## config.mk

```make
export PLATFORM = sky130hd
export DESIGN_NAME = baro_cal_regs
export DESIGN_NICKNAME = d
export VERILOG_FILES = /design/src/hdl/baro_pkg.sv /design/src/hdl/baro_cal_regs.sv
export SDC_FILE = /design/constraint.sdc
export NUM_CORES = 1
export LEC_CHECK = 0
export BUFFER_PORTS_ARGS = -buffer_cell sky130_fd_sc_hd__buf_2
export CORE_ASPECT_RATIO = 1.75
export CORE_MARGIN = 2
export CORE_UTILIZATION = 50
export CTS_CLUSTER_SIZE = 28
export DETAILED_ROUTE_END_ITERATION = 10
export PLACE_DENSITY = 0.81
export REMOVE_ABC_BUFFERS = 1
export SLEW_MARGIN = 25
export SYNTH_ARGS = -nofsm -noshare
export SYNTH_HDL_FRONTEND = slang
export SYNTH_SLANG_ARGS = --single-unit
```

## constraint.sdc

```tcl
create_clock -name clk -period 1.6 [get_ports clk]
set_input_delay 0.24 -clock clk [delete_from_list [all_inputs] [get_ports clk]]
set_output_delay 0.24 -clock clk [all_outputs]
set_load 0.02 [all_outputs]
```

## src/hdl/baro_pkg.sv

```systemverilog
// Shared types and constants for the barometer compensation block.
// Calibration word struct, register map and arithmetic constants.
// No dependencies.
package baro_pkg;

	localparam int DATA_W    = 32;
	localparam int ADDR_W    = 5;
	localparam int REG_IDX_W = 3;
	localparam int RAW_W     = 24;
	localparam int CAL_W     = 16;
	localparam int PIPE_DEPTH = 9;

	localparam logic [REG_IDX_W-1:0] REG_PSENS  = 3'd0;
	localparam logic [REG_IDX_W-1:0] REG_POFF   = 3'd1;
	localparam logic [REG_IDX_W-1:0] REG_TCS    = 3'd2;
	localparam logic [REG_IDX_W-1:0] REG_TCO    = 3'd3;
	localparam logic [REG_IDX_W-1:0] REG_TREF   = 3'd4;
	localparam logic [REG_IDX_W-1:0] REG_TSLOPE = 3'd5;

	localparam logic [CAL_W-1:0] CAL_BAD_ONES = 16'hFFFF;

	localparam logic signed [19:0] TEMP_REF  = 20'sd2000;
	localparam logic signed [19:0] TEMP_COLD = -20'sd1500;
	localparam logic signed [20:0] X_OFS     = 21'sd2000;
	localparam logic signed [20:0] Y_OFS     = 21'sd1500;
	localparam logic signed [41:0] DIV23_BIAS = 42'sd8388607;

	typedef struct packed {
		logic [CAL_W-1:0] pressure_sensitivity;
		logic [CAL_W-1:0] pressure_offset;
		logic [CAL_W-1:0] sens_temp_coeff;
		logic [CAL_W-1:0] offset_temp_coeff;
		logic [CAL_W-1:0] reference_temperature;
		logic [CAL_W-1:0] temp_slope;
	} cal_t;

endpackage

```

## src/hdl/baro_cal_regs.sv

```systemverilog
// APB register file for the six calibration words.
// Depends on baro_pkg.
module baro_cal_regs (
	input  logic                        clk,
	input  logic                        arst_n,
	input  logic                        psel,
	input  logic                        penable,
	input  logic                        pwrite,
	input  logic [baro_pkg::ADDR_W-1:0] paddr,
	input  logic [baro_pkg::DATA_W-1:0] pwdata,
	output logic [baro_pkg::DATA_W-1:0] prdata,
	output logic                        pready,
	output baro_pkg::cal_t              cal
);
	import baro_pkg::*;

	cal_t                 cal_q;
	logic                 wr_en;
	logic [REG_IDX_W-1:0] idx;

	assign pready = 1'b1;
	assign wr_en  = psel && penable && pwrite;
	assign idx    = paddr[ADDR_W-1:2];
	assign cal    = cal_q;

	always_ff @(posedge clk or negedge arst_n) begin
		if (!arst_n) begin
			cal_q <= '0;
		end else if (wr_en) begin
			case (idx)
				REG_PSENS:  cal_q.pressure_sensitivity  <= pwdata[CAL_W-1:0];
				REG_POFF:   cal_q.pressure_offset       <= pwdata[CAL_W-1:0];
				REG_TCS:    cal_q.sens_temp_coeff       <= pwdata[CAL_W-1:0];
				REG_TCO:    cal_q.offset_temp_coeff     <= pwdata[CAL_W-1:0];
				REG_TREF:   cal_q.reference_temperature <= pwdata[CAL_W-1:0];
				REG_TSLOPE: cal_q.temp_slope            <= pwdata[CAL_W-1:0];
				default: ;
			endcase
		end
	end

	always_comb begin
		case (idx)
			REG_PSENS:  prdata = {{(DATA_W-CAL_W){1'b0}}, cal_q.pressure_sensitivity};
			REG_POFF:   prdata = {{(DATA_W-CAL_W){1'b0}}, cal_q.pressure_offset};
			REG_TCS:    prdata = {{(DATA_W-CAL_W){1'b0}}, cal_q.sens_temp_coeff};
			REG_TCO:    prdata = {{(DATA_W-CAL_W){1'b0}}, cal_q.offset_temp_coeff};
			REG_TREF:   prdata = {{(DATA_W-CAL_W){1'b0}}, cal_q.reference_temperature};
			REG_TSLOPE: prdata = {{(DATA_W-CAL_W){1'b0}}, cal_q.temp_slope};
			default:    prdata = '0;
		endcase
	end

endmodule

```

==> impl_metrics.toml, run 1 <==
[timing]
rsz0062_at_grt = "true"
finalHoldViolCount = 0
whs_ps = 192
finalMaxSlewViolations = 0
fin_crit_sh = 1.10
clock_skew_ps = 0
setup_viol = 12
timing.fmax_ghz = 0.570
layout_setup_ws_ps = -154
min_period_ps = 1750

[synthesis]
postSynth.asyncResetShare = 1.00
synth_cells = 335
synth_top_cell_by_area = "dfrtp_1"
synth_top_area_share = 0.522
synth-main-ff-cell = "dfrtp_1"
synth.most_common_cell = "mux2_2"
synth_edf_count = 0
netlist-cell-type-count = 30
syn_area_per_cell_um2 = 13.7
ys_seq_area_frac = 0.522
yosys_warnings = 0
synthTopCellsByArea = "dfrtp_1 52%, mux2_2 24%, mux2i_1 5.7%, buf_4 3.9%, mux2_1 2.4%"
netlist_area_mm2 = 0.00460
synthTopCellsByCount = "98 x mux2_2, 96 x dfrtp_1, 26 x mux2i_1, 24 x buf_4, 12 x nand2_1"
ys_seq_elements = 96

[run_status]
outcome = "complete, but fails checks"
failed_checks = "negative setup slack"

[cts]
clkSinkCount = 96
worstSkewPairLatency_ps = 340
htree_num_levels = 3
clk_path_buf_depth = 2
path_clk_slew_ps = 60
tritoncts = "done"
cts_made_buffers = 9
cts_root_buf = "clkbuf_16"

[power]
p_per_area_mw_per_mm2 = 1270
p_leak_nw = 3.27
vdd_drop_max_mv = 0.847

[worst_hold_path]
hp-class = "in -> reg"

[layout]
area_delta_synth_final_pct = 38.4
stdcell_area_mm2 = 0.00637
drive_above_1_share = 0.637
largest_register_ffs = 96
nFillCells = 631
num-nets-final = 578

[worst_setup_path]
worstPathMaxFanout = 3
end_kind = "primary output"
critPathRequiredTime_ps = 1360
cp-start-kind = "flip-flop"
worstPathArrival_ps = 1510
worst-setup-path-type = "reg -> out"

[drt]
drt_wl_total_um = 13300
final_antenna_net_count = 0
first_pass_iters = 4
drtIter0Drc = 280
viasPerCell = 5.53
wire_per_inst_um = 20.1
vias = 3653
remaining_drc_errors = 0

[placed_design]
pre_cts_slack_ps = -141
io_buffers = 135
hpwl_um = 8830
gp_congestion = 0.853
placed_area_mm2 = 0.00568

[floorplan]
dieArea_mm2 = 0.0100
initial_core_util = 0.509
die_y_um = 131
coreArea_mm2 = 0.00904
rows = 46
die_x_um = 76.5
io_pins = 171

[grt]
grt_pass1_wl_um = 19300
first_global_vias = 3645
gr-total-overflow = 0
grt_max_degree = 83
track_usage = 0.255
antenna_found_initial = 1

[job]
cap_violations = 0
[metal layers]
layer / wire length [µm] / share of wire / up-vias / global-route usage
li1: - / - / 1592 / -
met1: 4770 / 0.36 / 1820 / 0.281
met2: 7180 / 0.54 / 181 / 0.461
met3: 648 / 0.049 / 60 / 0.0412
met4: 705 / 0.053 / 0 / 0.157
met5: 0 / 0 / - / 0
[worst max-delay path, cell delays in order (launching register included)]
cell	delay, ps
dfrtp_1	420
mux2_4	280
a221oi_2	210
a31oi_1	90
buf_4	180
[cell type report]
class	count	area [µm²]	share of cell area
tap	120	150	0.0236
inverter	1	3.75	0.000589
clock inverter	2	12.5	0.00196
multi-input combinational	216	2080	0.327
clock buffer	13	280	0.0440
antenna	1	2.50	0.000393
timing repair buffer	212	1440	0.226
sequential	96	2400	0.377
[worst paths after layout]
check	slack, ps	to	depth (start not counted)	from
max	-150	prdata[5]	4	cal[53]$_DFFE_PN0P_
min	190	cal[90]$_DFFE_PN0P_	2	pwdata[10]
max reg2reg	560	cal[76]$_DFFE_PN0P_	3	cal[76]$_DFFE_PN0P_
min reg2reg	510	cal[91]$_DFFE_PN0P_	1	cal[91]$_DFFE_PN0P_
max in group asynchronous	600	cal[21]$_DFFE_PN0P_	3	arst_n
min in group asynchronous	300	cal[8]$_DFFE_PN0P_	2	arst_n
[placed cells by master, fill, tap and decap left out, drive strengths merged, types with 2 or more instances in the layout]
cell type	instances
mux2i	26
dfrtp	96
or3	6
a311o	2
nand2	12
clkbuf	15
nor3	2
a31oi	6
nand3	2
a21oi	2
a211oi	2
mux2	108
nor2	10
a221oi	6
a221o	2
o221ai	6
o21ai	2
nand2b	2
conb	17
buf	209
[per-stage QoR]
step | std cells | util | TNS, ps | power [mW]
final | 661 | 0.705 | -1010 | 8.09
after global routing | 661 | 0.705 | -1560 | 8.42
after CTS | 653 | 0.693 | -893 | 7.98
after detailed placement | 611 | 0.629 | -6330 | 5.64
after global placement | 611 | 0.629 | -4100 | 5.55
after floorplan | 313 | - | 0 | 4.64
[power by group]
part | switching, mW | internal (mW)
registers | 0.362 | 2.90
logic | 1.51 | 1.22
clock network | 0.881 | 1.21
[repair_timing]
action / 4_1_cts / 5_1_grt
gates resized for setup: 24 / 12
endpoints found under the setup margin: 16 / 16
hold endpoints to repair: 14 / 0
hold buffers: 1 / 0
setup buffers: 26 / 7
pin swaps: 1 / 1
[logic make-up (layout without fill, tap and decap cells)]
kind of cell	count (synthesis)	count (layout)	share of synthesized area
AND/OR/NAND/NOR	37	37	0.0527
multiplexers	134	134	0.321
AO/OA/AOI/OAI	28	28	0.0473
buffers and inverters	38	228	0.0557
other	2	18	0.00163
flip-flops	96	96	0.522
Power figures use the tool's default switching activity.
==> inputs of run 2 (changes only) <==
REMOVE_ABC_BUFFERS = not set   (was 1)
==> run 2 against run 1 <==
The run still ends with negative setup slack left. Final cell count shrank 0.45%. Utilization about the same. Non-clock buffer count shrank 4. Largest cell class unchanged. Largest power group unchanged.
==> impl_metrics.toml, run 2 (synthesized netlist as in run 1, its figures left out) <==
[run_status]
outcome = "complete, but fails checks"
failed_checks = "negative setup slack"

[drt]
drt_wl_total_um = 12700
wire_per_inst_um = 19.3
vias = 3588
viasPerCell = 5.45
first_pass_iters = 4
remaining_drc_errors = 0
final_antenna_net_count = 0
drtIter0Drc = 123

[worst_setup_path]
critPathRequiredTime_ps = 1360
worstPathMaxFanout = 2
worst-setup-path-type = "reg -> out"
r2r_start = "cal[82]$_DFFE_PN0P_"
crit_path_cell_trace = "mux2_4 -> a221oi_4 -> a31oi_1 -> buf_4"
cp-startpoint = "cal[50]$_DFFE_PN0P_"
critical-path-max-stage-delay_ps = 400
cp-start-kind = "flip-flop"
worstPathArrival_ps = 1510
end_kind = "primary output"
crit_slowest_cell = "dfrtp_1"

[floorplan]
die_y_um = 131
rows = 46
coreArea_mm2 = 0.00904
die_x_um = 76.5
dieArea_mm2 = 0.0100
io_pins = 171
initial_core_util = 0.509

[cts]
worstSkewPairLatency_ps = 340
cts_made_buffers = 9
tritoncts = "done"
clk_path_buf_depth = 2
htree_num_levels = 3
clkSinkCount = 96
path_clk_slew_ps = 60
cts_root_buf = "clkbuf_16"

[timing]
whs_ps = 181
clock_skew_ps = 0
fin_crit_sh = 1.09
setup_viol = 10
finalHoldViolCount = 0
layout_setup_ws_ps = -150
timing.fmax_ghz = 0.571
rsz0062_at_grt = "true"
min_period_ps = 1750
finalMaxSlewViolations = 0

[job]
cap_violations = 0

[grt]
antenna_found_initial = 0
grt_max_degree = 26
track_usage = 0.256
grt_pass1_wl_um = 19500
first_global_vias = 3621
gr-total-overflow = 0

[power]
p_leak_nw = 3.24
p_per_area_mw_per_mm2 = 1270
vdd_drop_max_mv = 1.19
finalPower_mw = 8.11

[placed_design]
gp_congestion = 0.787
pre_cts_slack_ps = -51.6
hpwl_um = 8870
placed_area_mm2 = 0.00570
io_buffers = 135

[layout]
area_delta_synth_final_pct = 38.4
final_common_cell = "buf_2"
most-common-layout-cells = "122 x buf_2, 96 x dfrtp_1, 94 x mux2_2"
nFillCells = 622
largest_register_ffs = 96
num-nets-final = 574
stdcell_area_mm2 = 0.00637
drive_above_1_share = 0.633

[worst_hold_path]
hp-class = "in -> reg"
min_from = "pwdata[9]"
==> run 2: changes by cell type in the layout (fill, tap and decap cells not counted), moves of 2 or more <==
cell        change
clkbuf_8        -4
clkinvlp_4      +2
mux2_4          +2
buf_4           -6
o221ai_1        -2
clkbuf_4        -2
clkbuf_1        +2
o221ai_2        +2
buf_2           +3
mux2_2          -2
==> run 2: power breakdown <==
part / internal [mW] / leakage [nW] / switching, mW
combinational: 1.23 / 1.89 / 1.50
clock: 1.21 / 0.132 / 0.908
sequential: 2.90 / 1.23 / 0.358
==> run 2: cell type report <==
class | instances | area [µm²] | area share
Timing Repair Buffer | 208 | 1420 | 0.222
Clock inverter | 5 | 57.6 | 0.00904
Multi-Input combinational cell | 216 | 2110 | 0.331
Antenna cell | 1 | 2.50 | 0.000393
Tap cell | 120 | 150 | 0.0236
Clock buffer | 11 | 233 | 0.0365
Sequential cell | 96 | 2400 | 0.377
Inverter | 1 | 3.75 | 0.000589
==> run 2: timing repair <==
item / in CTS / in global routing
endpoints found under the hold margin: 18 / 0
pin swaps: 3 / 1
hold buffers: 1 / 0
endpoints found under the setup margin: 16 / 16
gates resized for setup: 29 / 2
buffers inserted: 23 / 10
==> run 2: path summary, 6_finish.rpt <==
| kind | end | slack (ps) | cells after the start |
|---|---|---|---|
| min reg2reg | cal[92]$_DFFE_PN0P_ | 530 | 1 |
| min | cal[89]$_DFFE_PN0P_ | 180 | 2 |
| max reg2reg | cal[82]$_DFFE_PN0P_ | 570 | 3 |
| min in group asynchronous | cal[25]$_DFFE_PN0P_ | 330 | 2 |
| max | prdata[2] | -150 | 4 |
| max in group asynchronous | cal[28]$_DFFE_PN0P_ | 740 | 3 |
==> run 2: worst max-delay path, delay by kind of cell (launching register included) <==
kind            cells  cell delay (ps)
compound gates      2              320
flops               1              400
buf+inv             1              170
mux                 1              280
==> run 2: per-stage QoR <==
stage / setup TNS [ps] / std cells / util
finish: -912 / 658 / 0.705
global route: -1740 / 657 / 0.705
CTS: -798 / 647 / 0.695
detailed placement: -943 / 607 / 0.631
global placement: -265 / 607 / 0.631
floorplan: -335 / 350 / -
==> run 2: per-layer routing <==
| metal | part of all wire | up-vias | global-route usage |
|---|---|---|---|
| met3 | 0.053 | 28 | 0.0570 |
| li1 | - | 1593 | - |
| met1 | 0.38 | 1829 | 0.297 |
| met4 | 0.030 | 0 | 0.113 |
| met5 | 0 | - | 0 |
| met2 | 0.54 | 138 | 0.456 |
